`config.mk`:
```
export PLATFORM = sky130hd
export DESIGN_NAME = residue_to_integer_crt_unit
export DESIGN_NICKNAME = d
export VERILOG_FILES = /design/src/rtl/crt_pkg.sv /design/src/rtl/residue_to_integer_crt_unit.sv /design/src/rtl/crt_div.sv /design/src/rtl/crt_dp.sv /design/src/rtl/crt_ctrl.sv
export SDC_FILE = /design/constraint.sdc
export NUM_CORES = 2
export LEC_CHECK = 0
export BUFFER_PORTS_ARGS = -buffer_cell sky130_fd_sc_hd__buf_2
export CORE_ASPECT_RATIO = 2
export CORE_MARGIN = 2
export CORE_UTILIZATION = 64
export DETAILED_ROUTE_END_ITERATION = 12
export GPL_TIMING_DRIVEN = 0
export HOLD_SLACK_MARGIN = 0.08
export PLACE_DENSITY = 0.85
export SLEW_MARGIN = 5
export SYNTH_ARGS = -nofsm -noshare
export SYNTH_HDL_FRONTEND = slang
export SYNTH_SLANG_ARGS = --single-unit
```
`constraint.sdc`:
```
create_clock -name aclk -period 12.61 [get_ports aclk]
set_input_delay 1.261 -clock aclk [delete_from_list [all_inputs] [get_ports aclk]]
set_output_delay 1.261 -clock aclk [all_outputs]
set_load 0.01 [all_outputs]
```
`src/rtl/crt_pkg.sv`:
```
`default_nettype none
// ----------------------------------------------------------------------------
// crt_pkg
// Shared constants, types and command/status codes for the CRT reconstruction
// unit.
// ----------------------------------------------------------------------------
package crt_pkg;

    localparam int MAX_PARTS   = 4;
    localparam int VALUE_BITS  = 31;
    localparam int NUM_PARTS_W = 3;
    localparam int PART_IDX_W  = (MAX_PARTS > 1) ? $clog2(MAX_PARTS) : 1;
    localparam int PART_CNT_W  = $clog2(MAX_PARTS + 1);
    localparam int CFG_IDX_W   = $clog2(2 + MAX_PARTS);
    localparam int SW          = VALUE_BITS + 2;
    localparam int CNT_W       = $clog2(VALUE_BITS + 1);

    typedef logic [VALUE_BITS-1:0] word_t;
    typedef logic signed [SW-1:0]  sword_t;

    localparam logic [CFG_IDX_W-1:0] REG_NUM_PARTS = CFG_IDX_W'(0);
    localparam logic [CFG_IDX_W-1:0] REG_TOTAL     = CFG_IDX_W'(1);
    localparam int                   REG_PART_BASE = 2;

    typedef logic [2:0] op_t;
    localparam op_t OP_NOP      = 3'd0;
    localparam op_t OP_CLEAR    = 3'd1;
    localparam op_t OP_EUC_INIT = 3'd2;
    localparam op_t OP_EUC_MUL  = 3'd3;
    localparam op_t OP_EUC_UPD  = 3'd4;
    localparam op_t OP_FIX      = 3'd5;
    localparam op_t OP_ACC      = 3'd6;
    localparam op_t OP_NEXT     = 3'd7;

    typedef logic [2:0] dsel_t;
    localparam dsel_t DS_C    = 3'd0;  // total / part -> cofactor
    localparam dsel_t DS_EUC  = 3'd1;  // r0 / r1
    localparam dsel_t DS_SABS = 3'd2;  // |s0| mod part
    localparam dsel_t DS_INV  = 3'd3;  // inverse mod total
    localparam dsel_t DS_CM   = 3'd4;  // cofactor mod total
    localparam dsel_t DS_XM   = 3'd5;  // residue mod total

    localparam logic MS_INV_C  = 1'b0;
    localparam logic MS_TERM_X = 1'b1;

    typedef struct packed {
        op_t   op;
        logic  div_go;
        dsel_t div_sel;
        logic  mm_go;
        logic  mm_sel;
    } cmd_t;

    typedef struct packed {
        logic done;
        logic part_avail;
        logic part_skip;
        logic r1_zero;
    } stat_t;

endpackage
`default_nettype wire

```
`src/rtl/residue_to_integer_crt_unit.sv`:
```
`default_nettype none
// ----------------------------------------------------------------------------
// residue_to_integer_crt_unit
// Chinese remainder reconstruction of one integer from per-part residues.
// ----------------------------------------------------------------------------
// One item at a time. Each used part (total and part modulus nonzero) runs an
// extended-Euclid loop (1 to about 46 steps for 31-bit moduli), the reductions
// and two modular products; other parts are skipped. All the work goes through
// one 1-bit-per-cycle divider and one shift-add modular multiplier. The result
// beat is held on m_value until taken; s_ready is high only when idle.
// Write the configuration only while no item is in flight.
module residue_to_integer_crt_unit (
    input  wire logic                       aclk,
    input  wire logic                       aresetn,
    input  wire logic                       s_valid,
    output logic                            s_ready,
    input  crt_pkg::word_t                  s_residue_0,
    input  crt_pkg::word_t                  s_residue_1,
    input  crt_pkg::word_t                  s_residue_2,
    input  crt_pkg::word_t                  s_residue_3,
    output logic                            m_valid,
    input  wire logic                       m_ready,
    output crt_pkg::word_t                  m_value,
    input  wire logic                       cfg_we,
    input  wire logic [crt_pkg::CFG_IDX_W-1:0] cfg_index,
    input  crt_pkg::word_t                  cfg_data
);
    import crt_pkg::*;

    logic [NUM_PARTS_W-1:0] num_parts_reg;
    word_t                  total_reg;
    word_t                  part_reg [MAX_PARTS];
    word_t                  resid_in [MAX_PARTS];
    cmd_t                   cmd;
    stat_t                  stat;

    assign resid_in[0] = s_residue_0;
    assign resid_in[1] = s_residue_1;
    assign resid_in[2] = s_residue_2;
    assign resid_in[3] = s_residue_3;

    always_ff @(posedge aclk) begin
        if (!aresetn) begin
            num_parts_reg <= NUM_PARTS_W'(1);
            total_reg     <= VALUE_BITS'(1);
            for (int k = 0; k < MAX_PARTS; k++) begin
                part_reg[k] <= VALUE_BITS'(1);
            end
        end else if (cfg_we) begin
            if (cfg_index == REG_NUM_PARTS) begin
                num_parts_reg <= cfg_data[NUM_PARTS_W-1:0];
            end
            if (cfg_index == REG_TOTAL) begin
                total_reg <= cfg_data;
            end
            for (int k = 0; k < MAX_PARTS; k++) begin
                if (cfg_index == CFG_IDX_W'(REG_PART_BASE + k)) begin
                    part_reg[k] <= cfg_data;
                end
            end
        end
    end

    crt_ctrl u_ctrl (
        .aclk    (aclk),
        .aresetn (aresetn),
        .s_valid (s_valid),
        .s_ready (s_ready),
        .m_valid (m_valid),
        .m_ready (m_ready),
        .stat    (stat),
        .cmd     (cmd)
    );

    crt_dp u_dp (
        .aclk      (aclk),
        .aresetn   (aresetn),
        .cmd       (cmd),
        .num_parts (num_parts_reg),
        .total     (total_reg),
        .part_mod  (part_reg),
        .resid_in  (resid_in),
        .stat      (stat),
        .value     (m_value)
    );

`ifndef SYNTHESIS
    a_no_overlap: assert property (@(posedge aclk) disable iff (!aresetn)
        !(s_ready && m_valid))
        else $error("input ready while result pending");

    a_accept_no_result: assert property (@(posedge aclk) disable iff (!aresetn)
        (s_valid && s_ready) |=> !m_valid)
        else $error("result beat right after input accept");

    a_reset_idle: assert property (@(posedge aclk)
        !aresetn |=> (s_ready && !m_valid))
        else $error("not idle after reset");
`endif

endmodule
`default_nettype wire

```
`src/rtl/crt_div.sv`:
```
`default_nettype none
// ----------------------------------------------------------------------------
// crt_div
// Restoring unsigned divider, one quotient bit per cycle. Divisor must be
// nonzero.
// ----------------------------------------------------------------------------
module crt_div (
    input  wire logic          aclk,
    input  wire logic          aresetn,
    input  wire logic          start,
    input  crt_pkg::word_t     dividend,
    input  crt_pkg::word_t     divisor,
    output logic               done,
    output crt_pkg::word_t     quot,
    output crt_pkg::word_t     rem
);
    import crt_pkg::*;

    logic             busy_reg;
    logic             done_reg;
    logic [CNT_W-1:0] cnt_reg;
    word_t            dvd_reg;
    word_t            dvs_reg;
    word_t            rem_reg;
    logic [VALUE_BITS:0] trial;
    logic             ge;
    word_t            rem_next;

    always_comb begin
        trial    = {rem_reg, dvd_reg[VALUE_BITS-1]};
        ge       = trial >= {1'b0, dvs_reg};
        rem_next = ge ? VALUE_BITS'(trial - {1'b0, dvs_reg}) : trial[VALUE_BITS-1:0];
    end

    always_ff @(posedge aclk) begin
        if (!aresetn) begin
            busy_reg <= 1'b0;
            done_reg <= 1'b0;
        end else begin
            done_reg <= 1'b0;
            if (start) begin
                busy_reg <= 1'b1;
            end else if (busy_reg && cnt_reg == CNT_W'(1)) begin
                busy_reg <= 1'b0;
                done_reg <= 1'b1;
            end
        end
    end

    always_ff @(posedge aclk) begin
        if (start) begin
            dvd_reg <= dividend;
            dvs_reg <= divisor;
            rem_reg <= '0;
            cnt_reg <= CNT_W'(VALUE_BITS);
        end else if (busy_reg) begin
            dvd_reg <= {dvd_reg[VALUE_BITS-2:0], ge};
            rem_reg <= rem_next;
            cnt_reg <= cnt_reg - CNT_W'(1);
        end
    end

    assign done = done_reg;
    assign quot = dvd_reg;
    assign rem  = rem_reg;

endmodule
`default_nettype wire

```
`src/rtl/crt_dp.sv`:
```
`default_nettype none
// ----------------------------------------------------------------------------
// crt_dp
// CRT datapath: Euclid registers, shared divider, shift-add modular
// multiplier and the result accumulator.
// ----------------------------------------------------------------------------
module crt_dp (
    input  wire logic                      aclk,
    input  wire logic                      aresetn,
    input  crt_pkg::cmd_t                  cmd,
    input  wire logic [crt_pkg::NUM_PARTS_W-1:0] num_parts,
    input  crt_pkg::word_t                 total,
    input  crt_pkg::word_t                 part_mod [crt_pkg::MAX_PARTS],
    input  crt_pkg::word_t                 resid_in [crt_pkg::MAX_PARTS],
    output crt_pkg::stat_t                 stat,
    output crt_pkg::word_t                 value
);
    import crt_pkg::*;

    word_t                 resid_reg [MAX_PARTS];
    logic [PART_CNT_W-1:0] i_reg;
    word_t                 res_reg, c_reg, r0_reg, r1_reg, q_reg, rdiv_reg;
    word_t                 srem_reg, inv_reg, cm_reg, xm_reg, term_reg;
    sword_t                s0_reg, s1_reg, prod_reg;
    dsel_t                 dsel_reg;

    logic [PART_IDX_W-1:0]  pidx;
    word_t                  p_cur, x_cur;
    logic [NUM_PARTS_W-1:0] used;
    logic                   s0_neg;
    sword_t                 s0_abs;
    word_t                  div_a, div_b, div_q, div_r;
    logic                   div_done;
    logic [VALUE_BITS:0]    rsum;

    // modular multiplier
    logic             mm_busy_reg, mm_done_reg;
    logic [CNT_W-1:0] mm_cnt_reg;
    word_t            mm_a_reg, mm_b_reg, mm_acc_reg;
    logic [VALUE_BITS:0] mm_sum, mm_dbl;
    word_t            mm_acc_n, mm_a_n;

    assign pidx   = i_reg[PART_IDX_W-1:0];
    assign p_cur  = part_mod[pidx];
    assign x_cur  = resid_reg[pidx];
    assign used   = (num_parts > NUM_PARTS_W'(MAX_PARTS)) ? NUM_PARTS_W'(MAX_PARTS) : num_parts;
    assign s0_neg = s0_reg[SW-1];
    assign s0_abs = s0_neg ? -s0_reg : s0_reg;

    always_comb begin
        case (cmd.div_sel)
            DS_C:    begin div_a = total;                      div_b = p_cur;  end
            DS_EUC:  begin div_a = r0_reg;                     div_b = r1_reg; end
            DS_SABS: begin div_a = s0_abs[VALUE_BITS-1:0];     div_b = p_cur;  end
            DS_INV:  begin div_a = inv_reg;                    div_b = total;  end
            DS_CM:   begin div_a = c_reg;                      div_b = total;  end
            DS_XM:   begin div_a = x_cur;                      div_b = total;  end
            default: begin div_a = r0_reg;                     div_b = r1_reg; end
        endcase
    end

    crt_div u_div (
        .aclk     (aclk),
        .aresetn  (aresetn),
        .start    (cmd.div_go),
        .dividend (div_a),
        .divisor  (div_b),
        .done     (div_done),
        .quot     (div_q),
        .rem      (div_r)
    );

    always_comb begin
        mm_sum   = {1'b0, mm_acc_reg} + {1'b0, mm_a_reg};
        mm_acc_n = mm_acc_reg;
        if (mm_b_reg[0]) begin
            mm_acc_n = (mm_sum >= {1'b0, total}) ? VALUE_BITS'(mm_sum - {1'b0, total})
                                                 : mm_sum[VALUE_BITS-1:0];
        end
        mm_dbl = {mm_a_reg, 1'b0};
        mm_a_n = (mm_dbl >= {1'b0, total}) ? VALUE_BITS'(mm_dbl - {1'b0, total})
                                           : mm_dbl[VALUE_BITS-1:0];
        rsum   = {1'b0, res_reg} + {1'b0, term_reg};
    end

    always_ff @(posedge aclk) begin
        if (!aresetn) begin
            mm_busy_reg <= 1'b0;
            mm_done_reg <= 1'b0;
        end else begin
            mm_done_reg <= 1'b0;
            if (cmd.mm_go) begin
                mm_busy_reg <= 1'b1;
            end else if (mm_busy_reg && mm_cnt_reg == CNT_W'(1)) begin
                mm_busy_reg <= 1'b0;
                mm_done_reg <= 1'b1;
            end
        end
    end

    always_ff @(posedge aclk) begin
        if (cmd.mm_go) begin
            mm_a_reg   <= (cmd.mm_sel == MS_TERM_X) ? term_reg : inv_reg;
            mm_b_reg   <= (cmd.mm_sel == MS_TERM_X) ? xm_reg : cm_reg;
            mm_acc_reg <= '0;
            mm_cnt_reg <= CNT_W'(VALUE_BITS);
        end else if (mm_busy_reg) begin
            mm_a_reg   <= mm_a_n;
            mm_b_reg   <= mm_b_reg >> 1;
            mm_acc_reg <= mm_acc_n;
            mm_cnt_reg <= mm_cnt_reg - CNT_W'(1);
            if (mm_cnt_reg == CNT_W'(1)) begin
                term_reg <= mm_acc_n;
            end
        end

        if (cmd.div_go) begin
            dsel_reg <= cmd.div_sel;
        end
        if (div_done) begin
            case (dsel_reg)
                DS_C:    c_reg <= div_q;
                DS_EUC:  begin q_reg <= div_q; rdiv_reg <= div_r; end
                DS_SABS: srem_reg <= div_r;
                DS_INV:  inv_reg <= div_r;
                DS_CM:   cm_reg <= div_r;
                DS_XM:   xm_reg <= div_r;
                default: ;
            endcase
        end

        case (cmd.op)
            OP_CLEAR: begin
                for (int k = 0; k < MAX_PARTS; k++) begin
                    resid_reg[k] <= resid_in[k];
                end
                i_reg   <= '0;
                res_reg <= '0;
            end
            OP_EUC_INIT: begin
                r0_reg <= c_reg;
                r1_reg <= p_cur;
                s0_reg <= SW'(1);
                s1_reg <= '0;
            end
            OP_EUC_MUL: prod_reg <= $signed({2'b00, q_reg}) * s1_reg;
            OP_EUC_UPD: begin
                r0_reg <= r1_reg;
                r1_reg <= rdiv_reg;
                s0_reg <= s1_reg;
                s1_reg <= s0_reg - prod_reg;
            end
            // negative Bezout coefficient folds back into [0, p)
            OP_FIX: inv_reg <= (s0_neg && srem_reg != '0) ? p_cur - srem_reg : srem_reg;
            OP_ACC: res_reg <= (rsum >= {1'b0, total}) ? VALUE_BITS'(rsum - {1'b0, total})
                                                       : rsum[VALUE_BITS-1:0];
            OP_NEXT: i_reg <= i_reg + PART_CNT_W'(1);
            default: ;
        endcase
    end

    always_comb begin
        stat.done       = div_done | mm_done_reg;
        stat.part_avail = NUM_PARTS_W'(i_reg) < used;
        stat.part_skip  = (p_cur == '0) || (total == '0);
        stat.r1_zero    = (r1_reg == '0);
    end

    assign value = res_reg;

endmodule
`default_nettype wire

```
`src/rtl/crt_ctrl.sv`:
```
`default_nettype none
// ----------------------------------------------------------------------------
// crt_ctrl
// Sequencer for the CRT datapath: walks the parts, runs Euclid, the
// reductions and the two modular products, then presents the result.
// ----------------------------------------------------------------------------
module crt_ctrl (
    input  wire logic     aclk,
    input  wire logic     aresetn,
    input  wire logic     s_valid,
    output logic          s_ready,
    output logic          m_valid,
    input  wire logic     m_ready,
    input  crt_pkg::stat_t stat,
    output crt_pkg::cmd_t  cmd
);
    import crt_pkg::*;

    localparam logic [4:0] ST_IDLE     = 5'd0;
    localparam logic [4:0] ST_PART     = 5'd1;
    localparam logic [4:0] ST_EUC_INIT = 5'd2;
    localparam logic [4:0] ST_EUC_TEST = 5'd3;
    localparam logic [4:0] ST_EUC_MUL  = 5'd4;
    localparam logic [4:0] ST_EUC_UPD  = 5'd5;
    localparam logic [4:0] ST_S_RED    = 5'd6;
    localparam logic [4:0] ST_FIX      = 5'd7;
    localparam logic [4:0] ST_INV_RED  = 5'd8;
    localparam logic [4:0] ST_CM_RED   = 5'd9;
    localparam logic [4:0] ST_XM_RED   = 5'd10;
    localparam logic [4:0] ST_MM1      = 5'd11;
    localparam logic [4:0] ST_MM2      = 5'd12;
    localparam logic [4:0] ST_ACC      = 5'd13;
    localparam logic [4:0] ST_NEXT     = 5'd14;
    localparam logic [4:0] ST_DONE     = 5'd15;
    localparam logic [4:0] ST_WAIT     = 5'd16;

    logic [4:0] state_reg, state_next;
    logic [4:0] ret_reg, ret_next;

    always_ff @(posedge aclk) begin
        if (!aresetn) begin
            state_reg <= ST_IDLE;
            ret_reg   <= ST_IDLE;
        end else begin
            state_reg <= state_next;
            ret_reg   <= ret_next;
        end
    end

    always_comb begin
        state_next  = state_reg;
        ret_next    = ret_reg;
        cmd.op      = OP_NOP;
        cmd.div_go  = 1'b0;
        cmd.div_sel = DS_C;
        cmd.mm_go   = 1'b0;
        cmd.mm_sel  = MS_INV_C;
        case (state_reg)
            ST_IDLE: begin
                if (s_valid) begin
                    cmd.op     = OP_CLEAR;
                    state_next = ST_PART;
                end
            end
            ST_PART: begin
                if (!stat.part_avail) begin
                    state_next = ST_DONE;
                end else if (stat.part_skip) begin
                    state_next = ST_NEXT;
                end else begin
                    cmd.div_go  = 1'b1;
                    cmd.div_sel = DS_C;
                    ret_next    = ST_EUC_INIT;
                    state_next  = ST_WAIT;
                end
            end
            ST_EUC_INIT: begin
                cmd.op     = OP_EUC_INIT;
                state_next = ST_EUC_TEST;
            end
            ST_EUC_TEST: begin
                if (stat.r1_zero) begin
                    state_next = ST_S_RED;
                end else begin
                    cmd.div_go  = 1'b1;
                    cmd.div_sel = DS_EUC;
                    ret_next    = ST_EUC_MUL;
                    state_next  = ST_WAIT;
                end
            end
            ST_EUC_MUL: begin
                cmd.op     = OP_EUC_MUL;
                state_next = ST_EUC_UPD;
            end
            ST_EUC_UPD: begin
                cmd.op     = OP_EUC_UPD;
                state_next = ST_EUC_TEST;
            end
            ST_S_RED: begin
                cmd.div_go  = 1'b1;
                cmd.div_sel = DS_SABS;
                ret_next    = ST_FIX;
                state_next  = ST_WAIT;
            end
            ST_FIX: begin
                cmd.op     = OP_FIX;
                state_next = ST_INV_RED;
            end
            ST_INV_RED: begin
                cmd.div_go  = 1'b1;
                cmd.div_sel = DS_INV;
                ret_next    = ST_CM_RED;
                state_next  = ST_WAIT;
            end
            ST_CM_RED: begin
                cmd.div_go  = 1'b1;
                cmd.div_sel = DS_CM;
                ret_next    = ST_XM_RED;
                state_next  = ST_WAIT;
            end
            ST_XM_RED: begin
                cmd.div_go  = 1'b1;
                cmd.div_sel = DS_XM;
                ret_next    = ST_MM1;
                state_next  = ST_WAIT;
            end
            ST_MM1: begin
                cmd.mm_go  = 1'b1;
                cmd.mm_sel = MS_INV_C;
                ret_next   = ST_MM2;
                state_next = ST_WAIT;
            end
            ST_MM2: begin
                cmd.mm_go  = 1'b1;
                cmd.mm_sel = MS_TERM_X;
                ret_next   = ST_ACC;
                state_next = ST_WAIT;
            end
            ST_ACC: begin
                cmd.op     = OP_ACC;
                state_next = ST_NEXT;
            end
            ST_NEXT: begin
                cmd.op     = OP_NEXT;
                state_next = ST_PART;
            end
            ST_DONE: begin
                if (m_ready) begin
                    state_next = ST_IDLE;
                end
            end
            ST_WAIT: begin
                if (stat.done) begin
                    state_next = ret_reg;
                end
            end
            default: state_next = ST_IDLE;
        endcase
    end

    assign s_ready = (state_reg == ST_IDLE);
    assign m_valid = (state_reg == ST_DONE);

endmodule
`default_nettype wire

```
==> metrics.txt <==
die extent in y 464.1 um; post-route cell area 74,090 um^2; worst-case clock buffer depth 3; pin count of the biggest net entering global routing 117; commonest non-fill, non-tap cell in the layout nand2_1; mux contribution to synthesized area 3.777%; Synth Area in Compound Gates 12.74%; die area 108,600 um^2; RSZ-0062 raised after global routing false; Post-DP HPWL 220,500 um; post-synthesis simple-gate area fraction 15.82%; cts hold-fix bufs 0; Post-Synth XOR/XNOR Area 4.125%; Setup Fix Bufs, Post-CTS 0; total negative slack 0 ns; most frequent cells in the layout 1,188 x nand2_1, 694 x edfxtp_1, 620 x inv_1; Seq/Total Area, Yosys 38.01%; Max Clock Skew 0.05654 ns; CP arrival 10.21 ns; max_cap viols 3; critical path class flop to flop; DR pass1 iterations 10; Yosys top cell area share 30.77%; final wirelength 293,000 um; fin cells 8,765; CTS H-tree depth 3; cell count after synthesis 6,947; flops & latches, synth 939; adder-cell share of the synthesized area 20.23%; antenna violations before repair 67; Async S/R FF share, synth 0%; largest family of logic cells by synthesized area adder cells; global route overflow 0; syn avg cell area 9.751 um^2; post-CTS resize count 0; layout cells sized above 1 7.114%; vias in the first global route 61,900; die width 234.0 um; Final #Nets 8,260; Ports 196; wire length of the first global-routing pass 427,600 um; synthesized area 67,740 um^2; max frequency 0.1026 GHz; TritonCTS Buffers 83; endpoints failing hold 0; clk_lat worst skew 0.75 ns; Overall Global Routing Usage 56.16%; fin util 70.63%; Initial Util 64.58%; gp weighted congestion 1.143; number of synthesized flops with an enable pin 694; period utilization 77.29%; Worst setup EP type flop; required time of the critical path 13.07 ns; Worst-Margin Slew 1.534 ns; area leader, netlist edfxtp_1; CTS Root Cell clkbuf_16; final slew viol count 32; outcome finished with violations; CTS tree done; clock slew at reported path FFs 0.07 ns; area of the core 104,900 um^2; Top FF cell, synth edfxtp_1; R2R Setup Slk 2.86 ns; number of cell rows 168; Routed wire per std cell 33.43 um; DR vias/cell 6.880; placed insts 8,544; via count 60,310; Warnings, synthesis 0; Placement Cell Area 70,970 um^2; Area contributors post-synth edfxtp_1 31%, fa_1 13%, dfxtp_1 7.2%, ha_1 7.1%, nand2_1 6.6%; CP Launch Type flop; count of final setup violators 0; failing checks max-capacitance violations, max-slew violations; remaining routing DRC violations 0; HP Class flop to flop; Yosys cell types 83; Sink Count 939; P&R area growth vs syn 9.370%; Detail Route Antenna Nets 0; Slew HR -2.262%; maximum fanout along the worst path 11; drt first-iter violations 7,615; I/O Buffers 194; synthesized net count 7,938; fin crit period 9.747 ns
-- final cells by class --
| class | count | area, um^2 |
|---|---|---|
| Multi-Input combinational cell | 5061 | 38480 |
| Fill cell | 7889 | 30800 |
| Sequential cell | 939 | 25740 |
| Inverter | 625 | 2351 |
| Clock buffer | 105 | 2286 |
| Tap cell | 1360 | 1702 |
| Timing Repair Buffer | 237 | 1443 |
| Buffer | 322 | 1275 |
| Clock inverter | 49 | 634.4 |
| Antenna cell | 67 | 167.7 |
-- synthesized netlist by cell type, types with 12 or more instances --
master    count
nand2_1    1190
edfxtp_1    694
inv_1       621
a21oi_1     456
fa_1        445
ha_1        383
and2_1      368
nor2_1      366
clkbuf_1    288
o21ai_0     271
dfxtp_1     245
xnor2_1     208
a21o_1      123
xor2_1      111
mux2i_1     106
a211oi_1     96
nor3_1       81
a31oi_1      74
nand3_1      67
mux4_2       62
o21a_1       55
a22oi_1      52
nor2b_1      50
nand2b_1     44
nor4_1       43
nand4_1      40
and3_1       35
o21bai_1     35
o211ai_1     29
o22ai_1      26
o31ai_1      25
or3_1        24
buf_1        20
a21boi_0     12
-- worst max-delay path: stages, from the launching register on --
cell	delay (ns)
edfxtp_1	0.37
clkbuf_1	0.78
clkbuf_1	1.09
nand2_1	0.19
fa_1	0.53
fa_1	0.46
fa_1	0.52
inv_1	0.06
fa_1	0.54
ha_1	0.22
ha_1	0.27
inv_1	0.05
fa_1	0.48
inv_1	0.05
fa_1	0.44
ha_1	0.34
o21a_1	0.18
nor2_1	0.19
o21bai_1	0.14
a311oi_1	0.42
o21ai_0	0.16
a21oi_1	0.85
o31a_1	0.47
o21bai_1	0.16
a21o_1	0.22
a21oi_1	0.18
xnor2_1	0.12
-- logic make-up (layout without fill, tap and decap cells) --
group / count (synthesis) / after routing
xor+xnor: 319 / 319
buf+inv: 947 / 1338
fa+ha+maj: 828 / 828
other cells: 0 / 67
simple gates: 2355 / 2355
compound gates: 1382 / 1382
flops: 939 / 939
mux: 177 / 177
-- final timing paths --
check / startpoint / end / cells past startpoint
worst min-delay path: part_reg[15] / part_reg[15] / 2
worst max register to register: u_dp.s1_reg[4] / u_dp.prod_reg[28] / 26
worst max-delay path: u_dp.s1_reg[4] / u_dp.prod_reg[28] / 26
worst min register to register: part_reg[15] / part_reg[15] / 2
-- routing by layer --
metal,GRT usage [%],share of wire [%],vias up
met5,1.287,0.11,-
met4,64.96,16,46
met3,26.89,12,2338
met2,84.76,45,4789
met1,50.50,27,28560
li1,-,-,24580
-- through the flow --
step,setup WS [ns],hold WS [ns]
finish,2.863,0.4537
global route,2.814,0.4683
CTS,3.439,0.4550
detailed placement,3.540,0.4459
global placement,-3.617,0.4382
floorplan,2.145,0.4322
Power is left out: the tool's default activity adds up to more than one toggle a clock period on the data nets, which glitch-free logic cannot reach.
